**config.mk**
```make
export PLATFORM = sky130hd
export DESIGN_NAME = strobe_rate_controller
export DESIGN_NICKNAME = d
export VERILOG_FILES = /design/src/rtl/core/strc_pkg.sv /design/src/rtl/core/strobe_rate_controller.sv
export SDC_FILE = /design/constraint.sdc
export NUM_CORES = 1
export LEC_CHECK = 0
export BUFFER_PORTS_ARGS = -buffer_cell sky130_fd_sc_hd__buf_2
export CAP_MARGIN = 20
export CORE_MARGIN = 2
export CORE_UTILIZATION = 25
export CTS_CLUSTER_SIZE = 20
export DETAILED_ROUTE_END_ITERATION = 8
export PLACE_DENSITY_LB_ADDON = 0.3
export SYNTH_ARGS = -nofsm -noshare
export SYNTH_HDL_FRONTEND = slang
export SYNTH_SLANG_ARGS = --single-unit
```
**constraint.sdc**
```tcl
create_clock -name clk -period 11.59 [get_ports clk]
set_clock_uncertainty 0.15 [all_clocks]
set_input_delay 1.7385 -clock clk [delete_from_list [all_inputs] [get_ports clk]]
set_output_delay 1.7385 -clock clk [all_outputs]
set_load 0.005 [all_outputs]
```
**src/rtl/core/strc_pkg.sv**
```systemverilog
// Package with types, constants and helper functions of the strobe rate controller.
`timescale 1ns / 1ps

package strc_pkg;

  localparam int unsigned SPEED_W = 16;
  localparam int unsigned PERIOD_W = 25;
  localparam int unsigned STEP_W = 3;
  localparam int unsigned TICK_W = 24;
  localparam int unsigned SCALE_W = 8;
  localparam int unsigned ELAPSED_W = 32;
  localparam int unsigned LIMIT_W = SCALE_W + PERIOD_W;
  localparam int unsigned PRODUCT_W = ELAPSED_W + 3;
  localparam int unsigned DIVIDEND_W = 26;
  localparam int unsigned DIV_CNT_W = 5;
  localparam int unsigned IN_DATA_W = 8;
  localparam int unsigned OUT_DATA_W = 48;
  localparam int unsigned CFG_IDX_W = 2;
  localparam int unsigned CFG_DATA_W = 24;

  localparam logic [DIVIDEND_W-1:0] US_PER_MINUTE = 26'd60000000;
  localparam logic [SPEED_W-1:0] SPEED_FLOOR = 16'd10;
  localparam logic [DIV_CNT_W-1:0] DIV_LAST_BIT = 5'(DIVIDEND_W - 1);

  localparam logic [SCALE_W-1:0] ON_SCALE_RST = 8'd1;
  localparam logic [SCALE_W-1:0] OFF_SCALE_RST = 8'd49;
  localparam logic [TICK_W-1:0] HOLD_TICKS_RST = 24'd60000;
  localparam logic [TICK_W-1:0] COOLDOWN_TICKS_RST = 24'd250000;
  localparam logic [STEP_W-1:0] STEP_RST = 3'd3;

  typedef enum logic [CFG_IDX_W-1:0] {
    REG_ON_SCALE = 2'd0,
    REG_OFF_SCALE = 2'd1,
    REG_HOLD_TICKS = 2'd2,
    REG_COOLDOWN_TICKS = 2'd3
  } cfg_reg_t;

  typedef enum logic [1:0] {
    ST_IDLE,
    ST_DIV,
    ST_MUL,
    ST_CMP
  } state_t;

  function automatic logic [SPEED_W-1:0] step_amount(input logic [STEP_W-1:0] idx);
    logic [SPEED_W-1:0] amt;
    case (idx)
      3'd1: amt = 16'd1;
      3'd2: amt = 16'd5;
      3'd3: amt = 16'd50;
      3'd4: amt = 16'd500;
      3'd5: amt = 16'd5000;
      default: amt = '0;
    endcase
    return amt;
  endfunction

  function automatic logic [STEP_W-1:0] step_cycle(input logic [STEP_W-1:0] idx);
    logic [STEP_W-1:0] nxt;
    case (idx)
      3'd0: nxt = 3'd1;
      3'd1: nxt = 3'd2;
      3'd2: nxt = 3'd3;
      3'd3: nxt = 3'd4;
      3'd4: nxt = 3'd5;
      3'd5: nxt = 3'd1;
      3'd6: nxt = 3'd2;
      default: nxt = 3'd3;
    endcase
    return nxt;
  endfunction

endpackage

```
**src/rtl/core/strobe_rate_controller.sv**
```systemverilog
// Strobe rate controller: speed setting, period divider and strobe LED timer.
// Sequence: an accepted beat goes from ST_IDLE through ST_MUL to ST_CMP, where its result
// is loaded into the output register; a beat with an encoder click first runs the serial
// divider in ST_DIV, one quotient bit per cycle. A beat is taken only in ST_IDLE, so the
// next beat is taken once the result is loaded, while it waits in the output register.
// Reset: synchronous, active low; clears the speed, period, hold and elapsed timers,
// sets the cooldown timer full, the step index to 3 and the config registers to defaults.
`timescale 1ns / 1ps

module strobe_rate_controller (
  input  logic                              clk,
  input  logic                              rst_n,
  input  logic                              in_tvalid,
  output logic                              in_tready,
  // enc_click [0], enc_a [1], enc_b [2], button_down [3], zero fill [7:4]
  input  logic [strc_pkg::IN_DATA_W-1:0]    in_tdata,
  output logic                              out_tvalid,
  input  logic                              out_tready,
  // led_on [0], rpm_now [16:1], period_us [41:17], step_select [44:42], zero fill [47:45]
  output logic [strc_pkg::OUT_DATA_W-1:0]   out_tdata,
  input  logic                              cfg_wr_en,
  input  logic [strc_pkg::CFG_IDX_W-1:0]    cfg_index,
  input  logic [strc_pkg::CFG_DATA_W-1:0]   cfg_data
);

  strc_pkg::state_t state_r, state_nxt;

  logic [strc_pkg::SCALE_W-1:0]    on_scale_r, off_scale_r;
  logic [strc_pkg::TICK_W-1:0]     hold_ticks_r, cooldown_ticks_r;

  logic [strc_pkg::SPEED_W-1:0]    speed_r, speed_nxt;
  logic [strc_pkg::PERIOD_W-1:0]   period_r, period_nxt;
  logic [strc_pkg::STEP_W-1:0]     step_r, step_nxt;
  logic [strc_pkg::TICK_W-1:0]     hold_r, hold_nxt;
  logic [strc_pkg::TICK_W-1:0]     since_r, since_nxt;
  logic                            led_r, led_nxt;
  logic [strc_pkg::ELAPSED_W-1:0]  elapsed_r, elapsed_nxt;
  logic [strc_pkg::SPEED_W-1:0]    rem_r, rem_nxt;
  logic [strc_pkg::DIVIDEND_W-1:0] quo_r, quo_nxt;
  logic [strc_pkg::DIV_CNT_W-1:0]  cnt_r, cnt_nxt;
  logic [strc_pkg::LIMIT_W-1:0]    limit_r, limit_nxt;
  logic                            out_valid_r, out_valid_nxt;
  logic [strc_pkg::OUT_DATA_W-1:0] out_data_r, out_data_nxt;

  logic in_fire, click_beat, div_done, led_toggle, out_load;

  logic                            enc_click, enc_a, enc_b, button_down;
  logic [strc_pkg::TICK_W-1:0]     hold_inc, since_inc;
  logic                            pressed;
  logic [strc_pkg::SPEED_W-1:0]    speed_held, speed_moved, amt;
  logic [strc_pkg::SPEED_W:0]      rem_sh;
  logic [strc_pkg::SPEED_W+1:0]    diff;
  logic                            qbit;
  logic [strc_pkg::SCALE_W-1:0]    scale;
  logic [strc_pkg::PRODUCT_W-1:0]  elapsed5;

  assign enc_click   = in_tdata[0];
  assign enc_a       = in_tdata[1];
  assign enc_b       = in_tdata[2];
  assign button_down = in_tdata[3];

  // Configuration registers.
  always_ff @(posedge clk) begin
    if (!rst_n) begin
      on_scale_r       <= strc_pkg::ON_SCALE_RST;
      off_scale_r      <= strc_pkg::OFF_SCALE_RST;
      hold_ticks_r     <= strc_pkg::HOLD_TICKS_RST;
      cooldown_ticks_r <= strc_pkg::COOLDOWN_TICKS_RST;
    end else if (cfg_wr_en) begin
      unique case (strc_pkg::cfg_reg_t'(cfg_index))
        strc_pkg::REG_ON_SCALE:       on_scale_r <= cfg_data[strc_pkg::SCALE_W-1:0];
        strc_pkg::REG_OFF_SCALE:      off_scale_r <= cfg_data[strc_pkg::SCALE_W-1:0];
        strc_pkg::REG_HOLD_TICKS:     hold_ticks_r <= cfg_data;
        strc_pkg::REG_COOLDOWN_TICKS: cooldown_ticks_r <= cfg_data;
        default: ;
      endcase
    end
  end

  // Sequencer outputs.
  always_comb begin
    in_tready  = 1'b0;
    out_load   = 1'b0;
    unique case (state_r)
      strc_pkg::ST_IDLE: in_tready = 1'b1;
      strc_pkg::ST_CMP:  out_load = !out_valid_r || out_tready;
      default: ;
    endcase
  end

  assign in_fire    = in_tvalid && in_tready;
  assign click_beat = in_fire && enc_click;
  assign div_done   = (state_r == strc_pkg::ST_DIV) && (cnt_r == '0);

  // Sequencer next state.
  always_comb begin
    state_nxt = state_r;
    unique case (state_r)
      strc_pkg::ST_IDLE: begin
        if (in_fire) state_nxt = enc_click ? strc_pkg::ST_DIV : strc_pkg::ST_MUL;
      end
      strc_pkg::ST_DIV: begin
        if (div_done) state_nxt = strc_pkg::ST_MUL;
      end
      strc_pkg::ST_MUL: state_nxt = strc_pkg::ST_CMP;
      strc_pkg::ST_CMP: begin
        if (out_load) state_nxt = strc_pkg::ST_IDLE;
      end
      default: state_nxt = strc_pkg::ST_IDLE;
    endcase
  end

  // Button, step and encoder update for the accepted beat.
  always_comb begin
    hold_inc  = (button_down && (hold_r != '1)) ? hold_r + 1'b1 : hold_r;
    since_inc = (since_r != '1) ? since_r + 1'b1 : since_r;
    pressed    = 1'b0;
    speed_held = speed_r;
    hold_nxt   = hold_inc;
    if (hold_inc >= hold_ticks_r) begin
      speed_held = 16'd1;
      hold_nxt   = '0;
    end else if ((hold_inc != '0) && !button_down) begin
      pressed  = 1'b1;
      hold_nxt = '0;
    end
    step_nxt  = step_r;
    since_nxt = since_inc;
    if (pressed && (since_inc >= cooldown_ticks_r)) begin
      step_nxt  = strc_pkg::step_cycle(step_r);
      since_nxt = '0;
    end
    amt         = strc_pkg::step_amount(step_nxt);
    speed_moved = (enc_a != enc_b) ? speed_held + amt : speed_held - amt;
    if (speed_moved <= 16'd1) speed_moved = strc_pkg::SPEED_FLOOR;
    speed_nxt   = enc_click ? speed_moved : speed_held;
  end

  // Restoring divider, one quotient bit per cycle, and LED timer datapath.
  always_comb begin
    rem_sh = {rem_r, strc_pkg::US_PER_MINUTE[cnt_r]};
    diff   = {1'b0, rem_sh} - {2'b00, speed_r};
    qbit   = !diff[strc_pkg::SPEED_W+1];
    rem_nxt = qbit ? diff[strc_pkg::SPEED_W-1:0] : rem_sh[strc_pkg::SPEED_W-1:0];
    quo_nxt = {quo_r[strc_pkg::DIVIDEND_W-2:0], qbit};
    cnt_nxt = cnt_r - 1'b1;
    period_nxt = quo_nxt[strc_pkg::PERIOD_W-1:0];

    elapsed_nxt = (elapsed_r != '1) ? elapsed_r + 1'b1 : elapsed_r;

    scale     = led_r ? on_scale_r : off_scale_r;
    limit_nxt = strc_pkg::LIMIT_W'(scale) * strc_pkg::LIMIT_W'(period_r);

    elapsed5   = (strc_pkg::PRODUCT_W'(elapsed_r) << 2) + strc_pkg::PRODUCT_W'(elapsed_r);
    led_toggle = elapsed5 >= strc_pkg::PRODUCT_W'(limit_r);
    led_nxt    = led_toggle ? !led_r : led_r;

    out_valid_nxt = out_load ? 1'b1 : (out_tready ? 1'b0 : out_valid_r);
    out_data_nxt  = {3'b000, step_r, period_r, speed_r, led_nxt};
  end

  always_ff @(posedge clk) begin
    if (!rst_n) begin
      state_r     <= strc_pkg::ST_IDLE;
      speed_r     <= '0;
      period_r    <= '0;
      step_r      <= strc_pkg::STEP_RST;
      hold_r      <= '0;
      since_r     <= '1;
      led_r       <= 1'b0;
      elapsed_r   <= '0;
      out_valid_r <= 1'b0;
    end else begin
      state_r     <= state_nxt;
      out_valid_r <= out_valid_nxt;
      if (in_fire) begin
        speed_r   <= speed_nxt;
        step_r    <= step_nxt;
        hold_r    <= hold_nxt;
        since_r   <= since_nxt;
        elapsed_r <= elapsed_nxt;
      end
      if (div_done) period_r <= period_nxt;
      if (out_load) begin
        led_r <= led_nxt;
        if (led_toggle) elapsed_r <= '0;
      end
    end
  end

  always_ff @(posedge clk) begin
    if (click_beat) begin
      rem_r <= '0;
      quo_r <= '0;
      cnt_r <= strc_pkg::DIV_LAST_BIT;
    end else if (state_r == strc_pkg::ST_DIV) begin
      rem_r <= rem_nxt;
      quo_r <= quo_nxt;
      cnt_r <= cnt_nxt;
    end
    if (state_r == strc_pkg::ST_MUL) limit_r <= limit_nxt;
    if (out_load) out_data_r <= out_data_nxt;
  end

  assign out_tvalid = out_valid_r;
  assign out_tdata  = out_data_r;

endmodule
```
After elaboration in Yosys (flattened, before gate mapping)
Memories as Yosys holds them, arrays and structs flattened. A register that Yosys moved wholly into a read port is not among the register bits.
Cells that the tools add are included.
{"block": "classes", "n_eq_ne": 23, "n_reduce_logical": 24, "addsub": 8, "n_lt_le_gt_ge": 5, "multipliers": 1, "mux": 33}
{"operator": "$mux 32", "count": 4}
{"operator": "$mux 24", "count": 5}
{"operator": "$mux 16", "count": 5}
{"operator": "$pmux 13 s5", "count": 1}
{"operator": "$add 24x1->24 const B", "count": 2}
{"operator": "$ge 24x24->1", "count": 2}
{"operator": "$ne 24x24->1 const B", "count": 2}
{"operator": "$add 34x32->35", "count": 1}
{"operator": "$ge 35x33->1", "count": 1}
{"operator": "$mul 8x25->33", "count": 1}
{"operator": "$add 32x1->32 const B", "count": 1}
{"operator": "$ne 32x32->1 const B", "count": 1}
{"operator": "$reduce_bool 24->1", "count": 1}
{"operator": "$sub 17x16->18", "count": 1}
{"operator": "$add 16x16->16", "count": 1}
{"operator": "$le 16x1->1 const B", "count": 1}
{"operator": "$sub 16x16->16", "count": 1}
{"operator": "$eq 3x3->1 const B", "count": 5}
{"operator": "$pmux 3 s4", "count": 1}
{"operator": "$mux 5", "count": 2}
{"operator": "$eq 3x2->1 const B", "count": 3}
{"operator": "$eq 2x2->1 const B", "count": 4}
{"operator": "$mux 1", "count": 8}
{"operator": "$mux 2", "count": 4}
{"operator": "19 further kinds", "count": 36}
{"block": "word_totals", "elab_cells": 113, "romBits": 32, "regBits": 315, "in_bits": 39, "n_memories": 1, "output_inout_bits": 50}
{"name": "(name not given)", "words": 32, "word_bits": 1, "read_ports": 1, "rd_ports_with_merged_regs": 1, "wr": 0, "line": "strobe_rate_controller.sv:141", "rtl": "rem_sh = {rem_r, strc_pkg::US_PER_MINUTE[cnt_r]};"}

Longest topological paths before layout
{"block": "logic_depth", "ltp_word": 16, "depth_mapped": 38}

Least setup slack after synthesis
No wires, ideal clock.
{"block": "synth_timing", "path_type": "input port to flip-flop", "from": "input in_tdata[3] (netlist bit)", "to": "register speed_r[6] (netlist bit)", "arrival_time_ns": 8.673, "setup_time_ns": 0.117, "path_slack_ns": 2.650, "path_stages": 37, "n_path_buf": 1, "cell_sequence": "and3_1 or2b_1 a21oi_1 nand2_1 nor2_1 and3_1 xor2_1 ha_1 nand2_1 o41ai_1 a21oi_1 o41ai_1 o21ai_0 o2111ai_1 a21o_2 clkbuf_1 o21ai_0 nand2_1 a21o_1 ha_1 inv_1 or4_1 a211oi_1 a211oi_1 nand4_1 a21oi_1 ha_1 o21a_1 o31a_1 or4_1 a31o_2 a21oi_1 xor2_1 nand4_1 nor4b_2 nor2_1 a32o_1"}
{"block": "synth_via", "elab_chain_cells": 15, "word_cells_on_any_way": 23, "cone_classes": "add/sub (2); order compare (2); eq/ne (5); mux (9); reduce/logical (5)"}
{"item": "from (decl)", "line": "strobe_rate_controller.sv:16", "rtl": "input logic [strc_pkg::IN_DATA_W-1:0] in_tdata,"}
{"item": "parallel branches: the longest is 14 deep, another holds $ge 24x24->1"}
{"item": "$mux 16 (*)", "line": "strobe_rate_controller.sv:136", "rtl": "speed_nxt = enc_click ? speed_moved : speed_held;"}
{"item": "to (signal assigned)", "line": "strobe_rate_controller.sv:177", "rtl": "speed_r <= speed_nxt;"}
{"item": "to (decl)", "line": "strobe_rate_controller.sv:31", "rtl": "logic [strc_pkg::SPEED_W-1:0] speed_r, speed_nxt;"}
Every way passes the cells marked *.
A chain may end at the register's enable or synchronous reset.

Worst setup path in the final report
Ends and elaborated chain as after synthesis.

==> impl_metrics.env <==
export IMPL_crit_type="primary input to register"
export IMPL_grt_pass1_vias=19400
export IMPL_pin_count=89
export IMPL_dieArea_um2=102000
export IMPL_cp_max_fo=22
export IMPL_cts_num_sinks=316
export IMPL_rsz0062_at_grt="no"
export IMPL_vdd_drop_max_mv=0.130
export IMPL_syn_area_per_cell_um2=8.56
export IMPL_h_tree_depth=2
export IMPL_instances_no_fill=4237
export IMPL_drive_above_1_share_pct=7.90
export IMPL_finalHoldViolCount=0
export IMPL_ctsResizeCount=0
export IMPL_synth_cell_type_count=92
export IMPL_topRoutingLayerUsed="met5"
export IMPL_critPathArrivalTime_ns=10.31
export IMPL_drc=0
export IMPL_synth_xor_area_share_pct=5.59
export IMPL_ys_ff_latch=316
export IMPL_synth_top_area_share_pct=19.1
export IMPL_status="completed"
export IMPL_netlist_top_cells_area="dfxtp_1, fa_1, ha_1, edfxtp_1, nand2_1"
export IMPL_max_stage_delay_ns=0.44
export IMPL_synthAdderAreaFrac_pct=21.8
export IMPL_dr_pass1_iters=5
export IMPL_synthSimpleGateAreaFrac_pct=19.1
export IMPL_start_util_pct=25.3
export IMPL_intPower_mw=2.58
export IMPL_wirelength_um=64400
export IMPL_gp_congestion=0.817
export IMPL_wl_met3_um=1930
export IMPL_end_kind="register"
export IMPL_synth_top_family_by_area="adder cells"
export IMPL_slew_headroom_pct=26.0
export IMPL_swShare_pct=36.5
export IMPL_netlist_instances=2907
export IMPL_finalSetupViolCount=0
export IMPL_p_switching_mw=1.48
export IMPL_cts_setup_buffers=0
export IMPL_synth_top_area_cell="dfxtp_1"
export IMPL_async_flop_share_pct=0
export IMPL_cts_root_buf="clkbuf_16"
export IMPL_synth_common_cells="nand2_1, inv_1, dfxtp_1"
export IMPL_globalRoute_totalOverflow=0
export IMPL_nFillCells=10500
export IMPL_num_vias=19600
export IMPL_critical_path_slowest_cell="a21o_2"
export IMPL_required_ns=11.92
export IMPL_die_w_um=320
export IMPL_pwr_share_clk_pct=30.4
export IMPL_tightestPinTransition_ns=1.11
export IMPL_clk_path_buf_depth=3
export IMPL_clk_insertion_delay_late_ns=0.58
export IMPL_hold_class="register to register"
export IMPL_viasPerCell=4.63
export IMPL_synth_warnings=0
export IMPL_p_seq_share_pct=34.3
export IMPL_synth_ff_type="dfxtp_1"
export IMPL_routed_wl_met2_um=28600
export IMPL_wl_met1_um=32500
export IMPL_wl_per_cell_um=15.2
export IMPL_p_leak_nw=12.1
export IMPL_dp_cells=4165
export IMPL_cts_tree="done"
export IMPL_cts_buffers=38
export IMPL_area_delta_synth_final_pct=11.9
export IMPL_ant_nets=0
export IMPL_fin_crit_sh_pct=86.1
export IMPL_clk_pin_slew_ns=0.06
export IMPL_nNetsFinal=3307
export IMPL_port_buffers=81
export IMPL_maxCapViolCount=0
export IMPL_combPwrFrac_pct=35.2
export IMPL_ff2ff_path_depth=37
export IMPL_fin_crit_ns=9.98
export IMPL_grt_antenna_before_repair=8
export IMPL_max_freq_ghz=0.100
export IMPL_grt_pass1_wl_um=106000
export IMPL_synth_edf_count=78
export IMPL_grt_usage_pct=12.6
export IMPL_syn_area_um2=24900
export IMPL_holdBufCountCts=0
export IMPL_muxShareOfSynthArea_pct=2.98
export IMPL_yosysMostFrequentCell="nand2_1"
export IMPL_seq_area_frac_synth_pct=28.5
export IMPL_rows=115
export IMPL_hold_depth=2
export IMPL_design_core_area_um2=98600
export IMPL_slew_violations=0
export IMPL_hpwl_um=47300
export IMPL_p_per_area_nw_per_um2=146
export IMPL_tns_ns=0
export IMPL_drtIter0Drc=1070
export IMPL_die_y_um=320
export IMPL_synth_compound_area_share_pct=15.4
export IMPL_crit_path_start_kind="primary input"
export IMPL_grt_max_degree=68
==> placed cells by master (no fill, tap or decap), types with 38 or more instances in the layout <==
cell type / netlist / routed
a21o_1: 43 / 43
a21oi_1: 207 / 207
and2_1: 45 / 44
buf_2: 11 / 81
clkbuf_16: 0 / 38
dfxtp_1: 238 / 238
edfxtp_1: 78 / 78
fa_1: 141 / 141
ha_1: 208 / 207
inv_1: 274 / 274
mux2i_1: 65 / 62
nand2_1: 403 / 403
nand3_1: 67 / 67
nor2_1: 197 / 195
nor2b_1: 83 / 82
o21ai_0: 107 / 107
xnor2_1: 100 / 99
xor2_1: 59 / 59
==> critical path: cells and delay by family <==
| kind | cells | cell delay (ns) |
|---|---|---|
| buffers and inverters | 4 | 0.72 |
| XOR/XNOR | 1 | 0.09 |
| AND/OR/NAND/NOR | 14 | 3.30 |
| AO/OA/AOI/OAI | 17 | 3.47 |
| adder cells (fa/ha/maj) | 3 | 0.96 |
==> power by group through the flow <==
stage	Clock, mW	Combinational [mW]	Sequential [mW]
2_1_floorplan	0	1.12	1.38
3_3_place_gp	0	1.42	1.42
3_5_place_dp	0	1.43	1.42
4_1_cts	1.28	1.43	1.39
5_1_grt	1.32	1.63	1.41
6_report	1.24	1.43	1.39
==> sequential cells by signal, summed over array words and instances, names as in the netlist, 8 cells and up <==
name	cells
out_tdata	45
limit_r	33
elapsed_r	32
period_r	25
cooldown_ticks_r	24
hold_r	24
hold_ticks_r	24
quo_r	24
since_r	24
rem_r	16
speed_r	16
off_scale_r	8
on_scale_r	8
==> path summary, 6_finish.rpt <==
path	startpoint	to	slack, ns
hold reg to reg	cooldown_ticks_r[23]	cooldown_ticks_r[23]	0.30
setup reg to reg	since_r[19]	speed_r[6]	2.15
setup / recovery	in_tdata[3]	speed_r[6]	1.61
hold / removal	cooldown_ticks_r[23]	cooldown_ticks_r[23]	0.30
==> metal layers <==
| layer | up-vias | track usage (%) |
|---|---|---|
| met5 | - | 0 |
| met4 | 2 | 3.19 |
| met3 | 74 | 1.60 |
| met2 | 245 | 20.3 |
| met1 | 9366 | 17.7 |
| li1 | 9951 | - |
==> logic make-up (layout without fill, tap and decap cells) <==
| kind of cell | Yosys count | in the layout |
|---|---|---|
| AND/OR/NAND/NOR | 1000 | 1000 |
| buffers and inverters | 413 | 452 |
| XOR/XNOR | 159 | 159 |
| AO/OA/AOI/OAI | 595 | 595 |
| multiplexers | 73 | 73 |
| flip-flops | 316 | 316 |
| adder cells (fa/ha/maj) | 350 | 350 |
| other | 1 | 5 |
==> metrics by stage <==
step	setup slack [ns]	utilization (%)	power, mW	cell area [um2]	hold WS [ns]
after global placement	1.20	27.0	2.83	26600	0.294
final	1.61	28.3	4.06	27900	0.303
after global routing	0.933	28.3	4.37	27900	0.319
after detailed placement	1.13	27.0	2.84	26600	0.298
after floorplan	2.65	-	2.50	24900	0.256
after CTS	1.73	28.3	4.11	27900	0.307
==> final cells by class <==
cell class / instances / area (um2) / area share, %
inverters: 276 / 1040 / 3.73
well taps: 1287 / 1610 / 5.78
multi-input cells: 2180 / 16200 / 58.2
flip-flops and latches: 316 / 7110 / 25.5
diodes: 2 / 5.00 / 0.0180
repair buffers: 107 / 624 / 2.24
clock inverters: 24 / 262 / 0.938
clock buffers: 45 / 997 / 3.58
(Power assumes the default switching activity.)
